### config.mk
export PLATFORM = sky130hd
export DESIGN_NAME = aligned_clipped_bitmap_blit
export DESIGN_NICKNAME = d
export VERILOG_FILES = /design/src/hdl/acbb_pkg.sv /design/src/hdl/aligned_clipped_bitmap_blit.sv
export VERILOG_INCLUDE_DIRS = /design/src /design/src/hdl
export SDC_FILE = /design/constraint.sdc
export NUM_CORES = 1
export LEC_CHECK = 0
export ABC_CLOCK_PERIOD_IN_PS = 4700
export BUFFER_PORTS_ARGS = -buffer_cell sky130_fd_sc_hd__buf_2
export CORE_ASPECT_RATIO = 0.75
export CORE_UTILIZATION = 55
export CTS_BUF_LIST = sky130_fd_sc_hd__clkbuf_16
export CTS_CLUSTER_SIZE = 40
export DETAILED_ROUTE_END_ITERATION = 10
export MAX_ROUTING_LAYER = met4
export PLACE_DENSITY = 0.79
export SETUP_SLACK_MARGIN = 0.02
export SYNTH_ARGS = -nofsm -noshare
export SYNTH_HDL_FRONTEND = slang
export SYNTH_SLANG_ARGS = --single-unit
### constraint.sdc
create_clock -name clk -period 4.7 [get_ports clk]
set_input_delay 0.705 -clock clk [delete_from_list [all_inputs] [get_ports clk]]
set_output_delay 0.705 -clock clk [all_outputs]
set_load 0.05 [all_outputs]
### src/hdl/assert_macros.svh
// Assertion macros shared by the blit RTL.
// Define ASSERT_OFF to compile every check to nothing.
`ifndef ASSERT_MACROS_SVH
`define ASSERT_MACROS_SVH

`ifndef ASSERT_OFF

// Same-cycle implication, checked outside reset
`define ASSERT_IMPLIES(label, clk, rst_n, ante, cons) \
  label: assert property (@(posedge clk) disable iff (!rst_n) (ante) |-> (cons)) \
    else $error("assertion failed: same-cycle implication");

// Next-cycle implication, checked outside reset
`define ASSERT_NEXT(label, clk, rst_n, ante, cons) \
  label: assert property (@(posedge clk) disable iff (!rst_n) (ante) |=> (cons)) \
    else $error("assertion failed: next-cycle implication");

`else

`define ASSERT_IMPLIES(label, clk, rst_n, ante, cons)
`define ASSERT_NEXT(label, clk, rst_n, ante, cons)

`endif

`endif

### src/hdl/acbb_pkg.sv
// Package for the aligned, clipped bitmap blit: field widths,
// register indexes and alignment codes. No dependencies.
package acbb_pkg;

  localparam int COORD_BITS_DEF = 12;

  localparam int POS_W    = 12;  // rect_left, rect_top
  localparam int SIZE_W   = 13;  // rectangle and bitmap sizes
  localparam int ALIGN_W  = 4;
  localparam int LAYER_W  = 8;
  localparam int COLOR_W  = 16;
  localparam int OUT_W    = 13;  // write_x, write_y
  localparam int CFG_IDX_W  = 3;
  localparam int CFG_DATA_W = 13;

  // Configuration register indexes
  typedef enum logic [CFG_IDX_W-1:0] {
    REG_RECT_LEFT     = 3'd0,
    REG_RECT_TOP      = 3'd1,
    REG_RECT_WIDTH    = 3'd2,
    REG_RECT_HEIGHT   = 3'd3,
    REG_BITMAP_WIDTH  = 3'd4,
    REG_BITMAP_HEIGHT = 3'd5,
    REG_ALIGN_MODE    = 3'd6,
    REG_Z_ORDER       = 3'd7
  } cfg_reg_t;

  // Per-axis alignment codes; the fourth code places at offset zero
  localparam logic [1:0] ALIGN_CENTER = 2'd0;
  localparam logic [1:0] ALIGN_NEAR   = 2'd1;
  localparam logic [1:0] ALIGN_FAR    = 2'd2;

  localparam logic [ALIGN_W-1:0] ALIGN_RESET = {ALIGN_NEAR, ALIGN_NEAR};

endpackage

### src/hdl/aligned_clipped_bitmap_blit.sv
// Aligned, clipped RGB565 bitmap blit: two-stage pixel pipeline.
// Depends on acbb_pkg and assert_macros.svh.
//
//   channel  direction  handshake            payload
//   in       input      in_valid / in_stall  in_pixel_color, in_first_pixel
//   out      output     out_valid/out_stall  out_write_x/_y/_color/_layer
//   cfg      input      cfg_valid/cfg_ready  cfg_index, cfg_data
//
// One pixel per clock sustained while out_stall is low; a transferred pixel is registered in stage 1, then stage 2.
// Stage 1 holds the pixel and its bitmap position, stage 2 the clipped write.
// Alignment offsets are registered from the configuration registers that a cfg write updates.
// Reset (rst_n low, synchronous) restores register defaults and zero counters.
// out_stall backs up through both stages to in_stall; dropped pixels use no
// output slot.
`include "assert_macros.svh"

module aligned_clipped_bitmap_blit
  import acbb_pkg::*;
#(
  parameter int COORD_BITS = COORD_BITS_DEF
) (
  input  logic                  clk,
  input  logic                  rst_n,
  // pixel input
  input  logic                  in_valid,
  output logic                  in_stall,
  input  logic [COLOR_W-1:0]    in_pixel_color,
  input  logic                  in_first_pixel,
  // write output
  output logic                  out_valid,
  input  logic                  out_stall,
  output logic [OUT_W-1:0]      out_write_x,
  output logic [OUT_W-1:0]      out_write_y,
  output logic [COLOR_W-1:0]    out_write_color,
  output logic [LAYER_W-1:0]    out_write_layer,
  // configuration writes
  input  logic                  cfg_valid,
  output logic                  cfg_ready,
  input  logic [CFG_IDX_W-1:0]  cfg_index,
  input  logic [CFG_DATA_W-1:0] cfg_data
);

  localparam int DIM_W   = COORD_BITS + 1;
  localparam int DIM_MAX = 1 << COORD_BITS;
  localparam int CMP_W   = (DIM_W > SIZE_W) ? DIM_W : SIZE_W;
  localparam int SUM_W   = (COORD_BITS + 2 > OUT_W) ? COORD_BITS + 2 : OUT_W;

  // Clamp a rectangle size to at most DIM_MAX (zero stays zero)
  function automatic logic [DIM_W-1:0] clamp_rect(input logic [SIZE_W-1:0] v);
    logic [CMP_W-1:0] ve;
    logic [DIM_W-1:0] res;
    ve = CMP_W'(v);
    if (ve > CMP_W'(DIM_MAX)) res = DIM_W'(DIM_MAX);
    else                      res = DIM_W'(ve);
    return res;
  endfunction

  // Clamp a bitmap size to 1..DIM_MAX
  function automatic logic [DIM_W-1:0] clamp_bitmap(input logic [SIZE_W-1:0] v);
    logic [DIM_W-1:0] res;
    res = clamp_rect(v);
    if (res == '0) res = DIM_W'(1);
    return res;
  endfunction

  // Offset of the bitmap inside the rectangle along one axis
  function automatic logic [COORD_BITS-1:0] axis_offset(input logic [1:0]       code,
                                                         input logic [DIM_W-1:0] rsize,
                                                         input logic [DIM_W-1:0] bsize);
    logic [DIM_W-1:0]      diff;
    logic [COORD_BITS-1:0] res;
    diff = rsize - bsize;
    res  = '0;
    if (rsize > bsize) begin
      case (code)
        ALIGN_CENTER: res = COORD_BITS'(diff >> 1);
        ALIGN_FAR:    res = COORD_BITS'(diff);
        default:      res = '0;
      endcase
    end
    return res;
  endfunction

  // ---------------------------------------------------------------------------
  // Configuration registers
  logic [POS_W-1:0]   rect_left_r, rect_top_r;
  logic [SIZE_W-1:0]  rect_width_r, rect_height_r;
  logic [SIZE_W-1:0]  bitmap_width_r, bitmap_height_r;
  logic [ALIGN_W-1:0] align_mode_r;
  logic [LAYER_W-1:0] z_order_r;
  cfg_reg_t           cfg_sel;

  assign cfg_ready = 1'b1;
  assign cfg_sel   = cfg_reg_t'(cfg_index);

  // Decode the register index on each cfg transfer
  always_ff @(posedge clk) begin
    if (!rst_n) begin
      rect_left_r     <= '0;
      rect_top_r      <= '0;
      rect_width_r    <= SIZE_W'(1);
      rect_height_r   <= SIZE_W'(1);
      bitmap_width_r  <= SIZE_W'(1);
      bitmap_height_r <= SIZE_W'(1);
      align_mode_r    <= ALIGN_RESET;
      z_order_r       <= '0;
    end else if (cfg_valid && cfg_ready) begin
      unique case (cfg_sel)
        REG_RECT_LEFT:     rect_left_r     <= cfg_data[POS_W-1:0];
        REG_RECT_TOP:      rect_top_r      <= cfg_data[POS_W-1:0];
        REG_RECT_WIDTH:    rect_width_r    <= cfg_data[SIZE_W-1:0];
        REG_RECT_HEIGHT:   rect_height_r   <= cfg_data[SIZE_W-1:0];
        REG_BITMAP_WIDTH:  bitmap_width_r  <= cfg_data[SIZE_W-1:0];
        REG_BITMAP_HEIGHT: bitmap_height_r <= cfg_data[SIZE_W-1:0];
        REG_ALIGN_MODE:    align_mode_r    <= cfg_data[ALIGN_W-1:0];
        REG_Z_ORDER:       z_order_r       <= cfg_data[LAYER_W-1:0];
        default: ;
      endcase
    end
  end

  // ---------------------------------------------------------------------------
  // Derived geometry: clamped sizes and screen base of the bitmap
  logic [DIM_W-1:0] rect_w_nxt, rect_h_nxt, bmp_w, bmp_h;
  logic [DIM_W-1:0] rect_w_r, rect_h_r;
  logic [SUM_W-1:0] base_x_nxt, base_y_nxt, base_x_r, base_y_r;

  assign rect_w_nxt = clamp_rect(rect_width_r);
  assign rect_h_nxt = clamp_rect(rect_height_r);
  assign bmp_w      = clamp_bitmap(bitmap_width_r);
  assign bmp_h      = clamp_bitmap(bitmap_height_r);
  assign base_x_nxt = SUM_W'(rect_left_r)
                    + SUM_W'(axis_offset(align_mode_r[1:0], rect_w_nxt, bmp_w));
  assign base_y_nxt = SUM_W'(rect_top_r)
                    + SUM_W'(axis_offset(align_mode_r[3:2], rect_h_nxt, bmp_h));

  // Refresh the derived geometry every cycle
  always_ff @(posedge clk) begin
    if (!rst_n) begin
      rect_w_r <= DIM_W'(1);
      rect_h_r <= DIM_W'(1);
      base_x_r <= '0;
      base_y_r <= '0;
    end else begin
      rect_w_r <= rect_w_nxt;
      rect_h_r <= rect_h_nxt;
      base_x_r <= base_x_nxt;
      base_y_r <= base_y_nxt;
    end
  end

  // ---------------------------------------------------------------------------
  // Pipeline control
  logic in_xfer, s2_adv;
  logic s1_v_r, out_valid_r;

  assign s2_adv   = !out_valid_r || !out_stall;
  assign in_stall = s1_v_r && !s2_adv;
  assign in_xfer  = in_valid && !in_stall;

  // ---------------------------------------------------------------------------
  // Stage 1: bitmap position counters and input register
  logic [COORD_BITS-1:0] col_cnt_r, row_cnt_r, col_cnt_nxt, row_cnt_nxt;
  logic [COORD_BITS-1:0] cur_col, cur_row;
  logic [COORD_BITS-1:0] s1_col_r, s1_row_r;
  logic [COLOR_W-1:0]    s1_color_r;
  logic                  col_wrap, row_wrap;

  assign cur_col  = in_first_pixel ? '0 : col_cnt_r;
  assign cur_row  = in_first_pixel ? '0 : row_cnt_r;
  assign col_wrap = ({1'b0, cur_col} + DIM_W'(1)) >= bmp_w;
  assign row_wrap = ({1'b0, cur_row} + DIM_W'(1)) >= bmp_h;

  // Advance column, wrap to the next row and past the last row to the start
  always_comb begin
    col_cnt_nxt = cur_col + COORD_BITS'(1);
    row_cnt_nxt = cur_row;
    if (col_wrap) begin
      col_cnt_nxt = '0;
      row_cnt_nxt = row_wrap ? '0 : cur_row + COORD_BITS'(1);
    end
  end

  always_ff @(posedge clk) begin
    if (!rst_n) begin
      col_cnt_r <= '0;
      row_cnt_r <= '0;
      s1_v_r    <= 1'b0;
    end else begin
      if (in_xfer) begin
        col_cnt_r <= col_cnt_nxt;
        row_cnt_r <= row_cnt_nxt;
      end
      if (in_xfer) s1_v_r <= 1'b1;
      else if (s2_adv) s1_v_r <= 1'b0;
    end
  end

  // Hold the accepted pixel and its position
  always_ff @(posedge clk) begin
    if (in_xfer) begin
      s1_col_r   <= cur_col;
      s1_row_r   <= cur_row;
      s1_color_r <= in_pixel_color;
    end
  end

  // ---------------------------------------------------------------------------
  // Stage 2: clip against the rectangle and form the screen write
  logic             s1_inside;
  logic [SUM_W-1:0] sum_x, sum_y;
  logic [OUT_W-1:0] write_x_r, write_y_r;
  logic [COLOR_W-1:0] write_color_r;
  logic [LAYER_W-1:0] write_layer_r;

  assign s1_inside = ({1'b0, s1_col_r} < rect_w_r) && ({1'b0, s1_row_r} < rect_h_r);
  assign sum_x     = base_x_r + SUM_W'(s1_col_r);
  assign sum_y     = base_y_r + SUM_W'(s1_row_r);

  // Drop clipped pixels; load a write when the output slot frees up
  always_ff @(posedge clk) begin
    if (!rst_n) begin
      out_valid_r <= 1'b0;
    end else if (s2_adv) begin
      out_valid_r <= s1_v_r && s1_inside;
    end
  end

  always_ff @(posedge clk) begin
    if (s2_adv && s1_v_r) begin
      write_x_r     <= sum_x[OUT_W-1:0];
      write_y_r     <= sum_y[OUT_W-1:0];
      write_color_r <= s1_color_r;
      write_layer_r <= z_order_r;
    end
  end

  assign out_valid       = out_valid_r;
  assign out_write_x     = write_x_r;
  assign out_write_y     = write_y_r;
  assign out_write_color = write_color_r;
  assign out_write_layer = write_layer_r;

  // ---------------------------------------------------------------------------
  // Checks
  `ASSERT_IMPLIES(a_stall_only_when_full, clk, rst_n, in_stall, s1_v_r && out_valid_r && out_stall)
  `ASSERT_NEXT(a_stage1_holds, clk, rst_n, s1_v_r && in_stall, s1_v_r)
  `ASSERT_NEXT(a_first_restarts, clk, rst_n, in_xfer && in_first_pixel, s1_v_r && s1_col_r == '0 && s1_row_r == '0)
  `ASSERT_IMPLIES(a_out_from_stage1, clk, rst_n, $rose(out_valid_r), $past(s1_v_r))

endmodule
Word level (Yosys, flattened, before mapping)
Cells that the tools add are included.
{"block": "totals", "register_bits": 256, "elab_cells": 93, "out_inout_bits": 53}
{"block": "classes", "addsub": 10, "muxes": 17, "n_eq_ne": 9, "order_cmp": 10, "reduce_logical": 24}
{"operator": "12-bit 2-to-1 mux", "n": 7}
{"operator": "13-bit 2-to-1 mux", "n": 6}
{"operator": "13-bit greater-than comparator, second input constant", "n": 4}
{"operator": "12-bit one-hot mux with 2 select lines", "n": 2}
{"operator": "12-bit by 1-bit adder with 13-bit output, second input constant", "n": 2}
{"operator": "12-bit by 12-bit adder with 13-bit output", "n": 2}
{"operator": "13-bit by 12-bit adder with 13-bit output", "n": 2}
{"operator": "13-bit >= comparator", "n": 2}
{"operator": "13-bit greater-than comparator", "n": 2}
{"operator": "13-bit logical NOT", "n": 2}
{"operator": "12-bit by 13-bit less-than comparator with 1-bit output", "n": 2}
{"operator": "13-bit subtractor", "n": 2}
{"operator": "12-bit by 1-bit adder with 12-bit output, second input constant", "n": 2}
{"operator": "2-bit AND reduction", "n": 8}
{"operator": "3-bit == test, second input constant", "n": 4}
{"operator": "3-bit by 2-bit == test with 1-bit output, second input constant", "n": 2}
{"operator": "1-bit logical AND", "n": 5}
{"operator": "2-bit == test, second input constant", "n": 2}
{"operator": "1-bit logical NOT", "n": 4}
{"operator": "2-bit logical NOT", "n": 2}
{"operator": "3-bit by 1-bit == test with 1-bit output, second input constant", "n": 1}
{"operator": "3-bit logical NOT", "n": 1}
{"operator": "1-bit 2-to-1 mux", "n": 2}
{"operator": "2-bit nonzero test", "n": 1}
{"operator": "1-bit logical OR", "n": 1}

Longest topological paths before layout
{"block": "depth", "depth_word": 8, "depth_mapped": 22, "depth_no_buf": 21}

Least setup slack after synthesis
Ideal clock, no wire load.
{"block": "synth_path", "path_kind": "input to register", "startpoint": "input out_stall", "endpoint": "register out_valid_r (netlist: out_valid)", "stages": 4, "t_required_ps": 4643, "arrival_ps": 4905, "path_slack_ps": -262, "n_path_buf": 0, "cell_sequence": "a21boi_0 nand2_1 nor2_1 a31o_2"}
{"block": "synth_via", "elab_chain_cells": 2}
{"element": "from (decl)", "line_no": "aligned_clipped_bitmap_blit.sv:31", "source": "input logic out_stall,"}
{"element": "1-bit logical NOT", "line_no": "aligned_clipped_bitmap_blit.sv:157", "source": "assign s2_adv = !out_valid_r || !out_stall;"}
{"element": "1-bit logical OR", "line_no": "aligned_clipped_bitmap_blit.sv:157"}
{"element": "to (signal assigned)", "line_no": "aligned_clipped_bitmap_blit.sv:225", "source": "out_valid_r <= s1_v_r && s1_inside;"}
{"element": "to (decl)", "line_no": "aligned_clipped_bitmap_blit.sv:155", "source": "logic s1_v_r, out_valid_r;"}
Every way passes these cells.
A chain may end at the register's enable or synchronous reset.

Worst setup path in the final report
{"block": "layout_path", "startpoint": "register bitmap_height_r[5]", "endpoint": "register base_y_r[10]"}
{"block": "layout_via", "elab_chain_cells": 8, "elab_cells_between_ends": 9, "classes_between": "add/sub: 2; order compare: 2; mux: 4; reduce/logical: 1"}
{"element": "from (decl)", "line_no": "aligned_clipped_bitmap_blit.sv:88", "source": "logic [SIZE_W-1:0] bitmap_width_r, bitmap_height_r;"}
{"element": "from (signal assigned)", "line_no": "aligned_clipped_bitmap_blit.sv:114", "source": "REG_BITMAP_HEIGHT: bitmap_height_r <= cfg_data[SIZE_W-1:0];"}
{"element": "13-bit greater-than comparator", "line_no": "aligned_clipped_bitmap_blit.sv:53", "source": "if (ve > CMP_W'(DIM_MAX)) res = DIM_W'(DIM_MAX);"}
{"element": "13-bit 2-to-1 mux *", "line_no": "aligned_clipped_bitmap_blit.sv:53"}
{"element": "13-bit logical NOT", "line_no": "aligned_clipped_bitmap_blit.sv:62", "source": "if (res == '0) res = DIM_W'(1);"}
{"element": "13-bit 2-to-1 mux *", "line_no": "aligned_clipped_bitmap_blit.sv:62"}
{"element": "13-bit subtractor", "line_no": "aligned_clipped_bitmap_blit.sv:72", "source": "diff = rsize - bsize;"}
{"element": "12-bit one-hot mux with 2 select lines", "line_no": "aligned_clipped_bitmap_blit.sv:75", "source": "case (code)"}
{"element": "12-bit 2-to-1 mux *", "line_no": "aligned_clipped_bitmap_blit.sv:74", "source": "if (rsize > bsize) begin"}
{"element": "12-bit by 12-bit adder with 13-bit output *", "line_no": "aligned_clipped_bitmap_blit.sv:135", "source": "+ SUM_W'(axis_offset(align_mode_r[3:2], rect_h_nxt, bmp_h));"}
{"element": "to (signal assigned)", "line_no": "aligned_clipped_bitmap_blit.sv:148", "source": "base_y_r <= base_y_nxt;"}
{"element": "to (decl)", "line_no": "aligned_clipped_bitmap_blit.sv:126", "source": "logic [SUM_W-1:0] base_x_nxt, base_y_nxt, base_x_r, base_y_r;"}
Mark *: on every way between the ends. The rest lies on a longest branch, timed or not.

==> out/results.tsv <==
stage	metric	value	unit
layout	area of the multi-input gates	7570	sq um
placement	dpl hpwl	26100	microns
global_routing	initial antenna violation count	1	
logic_synthesis	number of synthesized flops with an enable pin	90	
timing	Max Clk Rate	220	MHz
logic_synthesis	Compound-Gate Fraction of Synth Area	16.2	%
logic_synthesis	Netlist cell types	69	
worst_setup_path	CP Data Required Time	5.14	ns
layout	fill count	1980	
layout	most frequent cells in the layout	nand2_1, dfxtp_1, ha_1	
cts	# clock sinks	256	
worst_setup_path	worst r2r dst	base_y_r[10]	
logic_synthesis	synthesis-stage register bit count	256	
worst_setup_path	Crit Path Max Fanout	4	
detailed_routing	initial DRC count	755	
outcome	status	finished, final reports clean	
worst_setup_path	type of origin of the critical path	flip-flop	
floorplanning	Die Span X	185	microns
cts	Num CTS Buffers	27	
cts	H-tree levels	1	
timing	worst slew pin tran	1.20	ns
floorplanning	Core Region	24300	sq um
logic_synthesis	Post-Synth XOR/XNOR Area	4.55	%
timing	final hold vios	0	
timing	RSZ-0062 raised after global routing	true	
power	PD cells	312	nW/um^2
floorplanning	num ports	91	
detailed_routing	Vias/cell	5.69	
logic_synthesis	Net Count, Synth	1646	
cts	CTS tree	built	
cts	CTS Hold Bufs	0	
detailed_routing	Final ANT Viol Nets	0	
job	MaxCap Viol Count	0	
worst_setup_path	RR Startpoint	bitmap_height_r[5]	
global_routing	global-route usage over all layers	27.6	%
logic_synthesis	main flop type after synthesis	dfxtp_1	
timing	Clock Skew	0.0128	ns
worst_setup_path	Worst Path Arrival	4.99	ns
worst_setup_path	Worst R2R Path Depth	22	
global_routing	largest net degree at the start of global routing	82	
cts	clk root buf	clkbuf_16	
logic_synthesis	post-synthesis mux area share	1.03	%
floorplanning	Site Rows	49	
logic_synthesis	largest cells by area after synthesis	dfxtp_1, edfxtp_1, ha_1, nand2_1, a21boi_0	
timing	Pins Over Slew Limit	0	
global_routing	first-pass GRT wire length	54200	microns
detailed_routing	Detailed Route WL	35000	microns
power	Lkg Pwr	6.58	nW
floorplanning	Die ar.	25900	sq um
detailed_routing	first-pass iteration count of the detailed router	5	
detailed_routing	# DRC	0	
detailed_routing	via count	11000	
worst_hold_path	Hold Path Class	primary input to flip-flop	
worst_setup_path	FF-to-FF setup slack	0.15	ns
timing	min Tclk post-route	4.55	ns
power	maximum vdd drop	292	uV
global_routing	total grt overflow	0	
layout	Seq. cell area	6030	sq um
timing	hold_ws	0.336	ns
worst_setup_path	critical path class	flip-flop to flip-flop	
cts	Longest Clk Path Bufs	3	
layout	ANT cells	0	
layout	most common cell after layout, fill and taps aside	nand2_1	
timing	Tcrit/Tclk final	96.9	%
logic_synthesis	Gate Count Post-Synth	1476	
logic_synthesis	synthesized-area fraction occupied by adder cells	12.2	%
layout	post-route core utilization	65.0	%
logic_synthesis	mean post-synth cell area	9.39	sq um
worst_hold_path	critical hold path startpoint	in_pixel_color[15]	
logic_synthesis	sequential area share after synthesis	43.5	%
logic_synthesis	Synth Cell Area	13900	sq um
logic_synthesis	Post-Synth Simple-Gate Area	19.5	%
cts	clock latency on the worst-skew pair	0.55	ns
timing	worst rel slew slack	19.8	%
layout	Area Growth Syn to Fin	14.0	%
logic_synthesis	ys async rst share	0	%
worst_hold_path	hold-critical path depth	1	
placement	routability cong.	1.00	
logic_synthesis	Synthesis Warnings	0	
global_routing	vias in the first global route	10200	
layout	nets	1756	
logic_synthesis	leading area contributor after synthesis	dfxtp_1	
placement	number of port buffers	89	
layout	ratio of cells with drive above 1 in the final layout	13.2	%
worst_hold_path	Worst Hold End	s1_color_r[15]	
logic_synthesis	largest family of logic cells by synthesized area	simple AND/OR/NAND/NOR gates	
detailed_routing	drt wl/cell	18.1	microns
worst_setup_path	Critical Path Sink Type	flip-flop	
logic_synthesis	area share of the leading cell type in the synthesized netlist	24.0	%
floorplanning	initial core utilization	57.0	%
floorplanning	DIE HEIGHT	140	microns
cts	Clock transition at path regs	0.06	ns
timing	Setup-failing EPs final	0	
-- synth_stat cells (6+ instances only) --
library cell / number
nor4_1: 13
dfxtp_1: 166
xnor2_1: 42
nor3_1: 19
ha_1: 126
a21boi_0: 93
a21o_1: 24
and3_1: 9
fa_1: 6
xor2_1: 30
o211ai_1: 8
nor2b_1: 72
nand2_1: 256
clkbuf_1: 50
edfxtp_1: 90
nor2_1: 62
mux2i_1: 12
or3_1: 8
inv_1: 51
a22oi_1: 14
o21a_1: 17
o21ai_0: 46
a21oi_1: 76
and2_1: 42
nand3_1: 41
nand2b_1: 15
a211oi_1: 13
-- power by group --
part	leakage (nW)	switching, mW	total (mW)	internal (mW)
clock	0.423	0.896	1.95	1.05
sequential	2.23	0.0362	2.39	2.35
combinational	3.93	0.379	0.599	0.221
-- cell families (layout without fill, tap and decap cells) --
logic type | count (synthesis) | in the layout
buffers and inverters | 106 | 237
other | 1 | 1
muxes | 14 | 14
adders and majority gates | 132 | 132
DFF | 256 | 256
AOI/OAI and AO/OA | 332 | 332
xor gates and xnor gates | 72 | 72
and+or+nand+nor | 563 | 563
-- layer usage --
layer / up-vias / share of wire (%) / GRT usage (%)
met1: 5169 / 49 / 41.9
met4: 0 / 1.6 / 5.09
li1: 5385 / - / -
met2: 424 / 41 / 37.9
met3: 47 / 8.9 / 5.21
met5: - / 0 / -
-- timing repair --
| action | in CTS | in global routing |
|---|---|---|
| pin swaps | 1 | 17 |
| buffers inserted | 0 | 8 |
| setup endpoints to repair | 4 | 12 |
| gates resized for setup | 5 | 25 |
-- critical path: stages, from the launching register on --
cell,delay [ns]
dfxtp_2,0.34
nor4_4,0.29
nand3_2,0.14
o21ai_4,0.21
buf_4,0.15
nand2_1,0.09
ha_1,0.30
o21ai_0,0.18
or2b_4,0.31
o2111ai_4,0.11
a21oi_2,0.10
o21a_4,0.24
o31ai_4,0.20
a211oi_1,0.08
ha_2,0.25
fa_1,0.41
a21o_1,0.19
a21oi_2,0.20
a21oi_2,0.10
o22ai_2,0.13
o21ai_2,0.09
xor2_1,0.14
and2_1,0.16
-- stage by stage --
stage               TNS, ns  instance area, sq um  worst slack [ns]  total power [mW]  cells
floorplan                 0                 13900            0.0274              2.85   1476
global placement    -0.0192                 14800           -0.0192              3.00   1880
detailed placement   -0.302                 14800            -0.139              3.01   1880
CTS                       0                 15600           0.00668              4.93   1930
global route         -0.452                 15800            -0.116              5.11   1938
finish                    0                 15800             0.146              4.94   1938
-- area by class of cell --
| type | instances | area share (%) |
|---|---|---|
| clock buffer | 27 | 4.27 |
| clock inverter | 23 | 0.791 |
| inverter | 52 | 1.26 |
| multi-input combinational | 1114 | 47.9 |
| timing repair buffer | 135 | 5.04 |
| sequential | 256 | 38.1 |
| tap | 331 | 2.62 |
-- sequential cells by signal, summed over array words and instances, names as in the netlist, 13 cells and up --
signal and count:
bitmap_width_r 13, rect_h_r 13, out_write_y 13, base_y_r 13
out_write_x 13, out_write_color 16, bitmap_height_r 13, rect_height_r 13
s1_color_r 16, rect_w_r 13, base_x_r 13, rect_width_r 13
-- worst max path at each step --
stage,startpoint,cells past startpoint,end,slack (ns)
finish,bitmap_height_r[5],22,base_y_r[10],0.15
detailed placement,bitmap_height_r[1],21,base_y_r[12],-0.14
global route,bitmap_height_r[5],22,base_y_r[11],-0.12
CTS,bitmap_height_r[1],21,base_y_r[12],0.007
global placement,bitmap_height_r[1],21,base_y_r[12],-0.02
floorplan,bitmap_height_r[4],22,base_y_r[12],0.03
No activity file was read; power rests on OpenSTA's default activity.
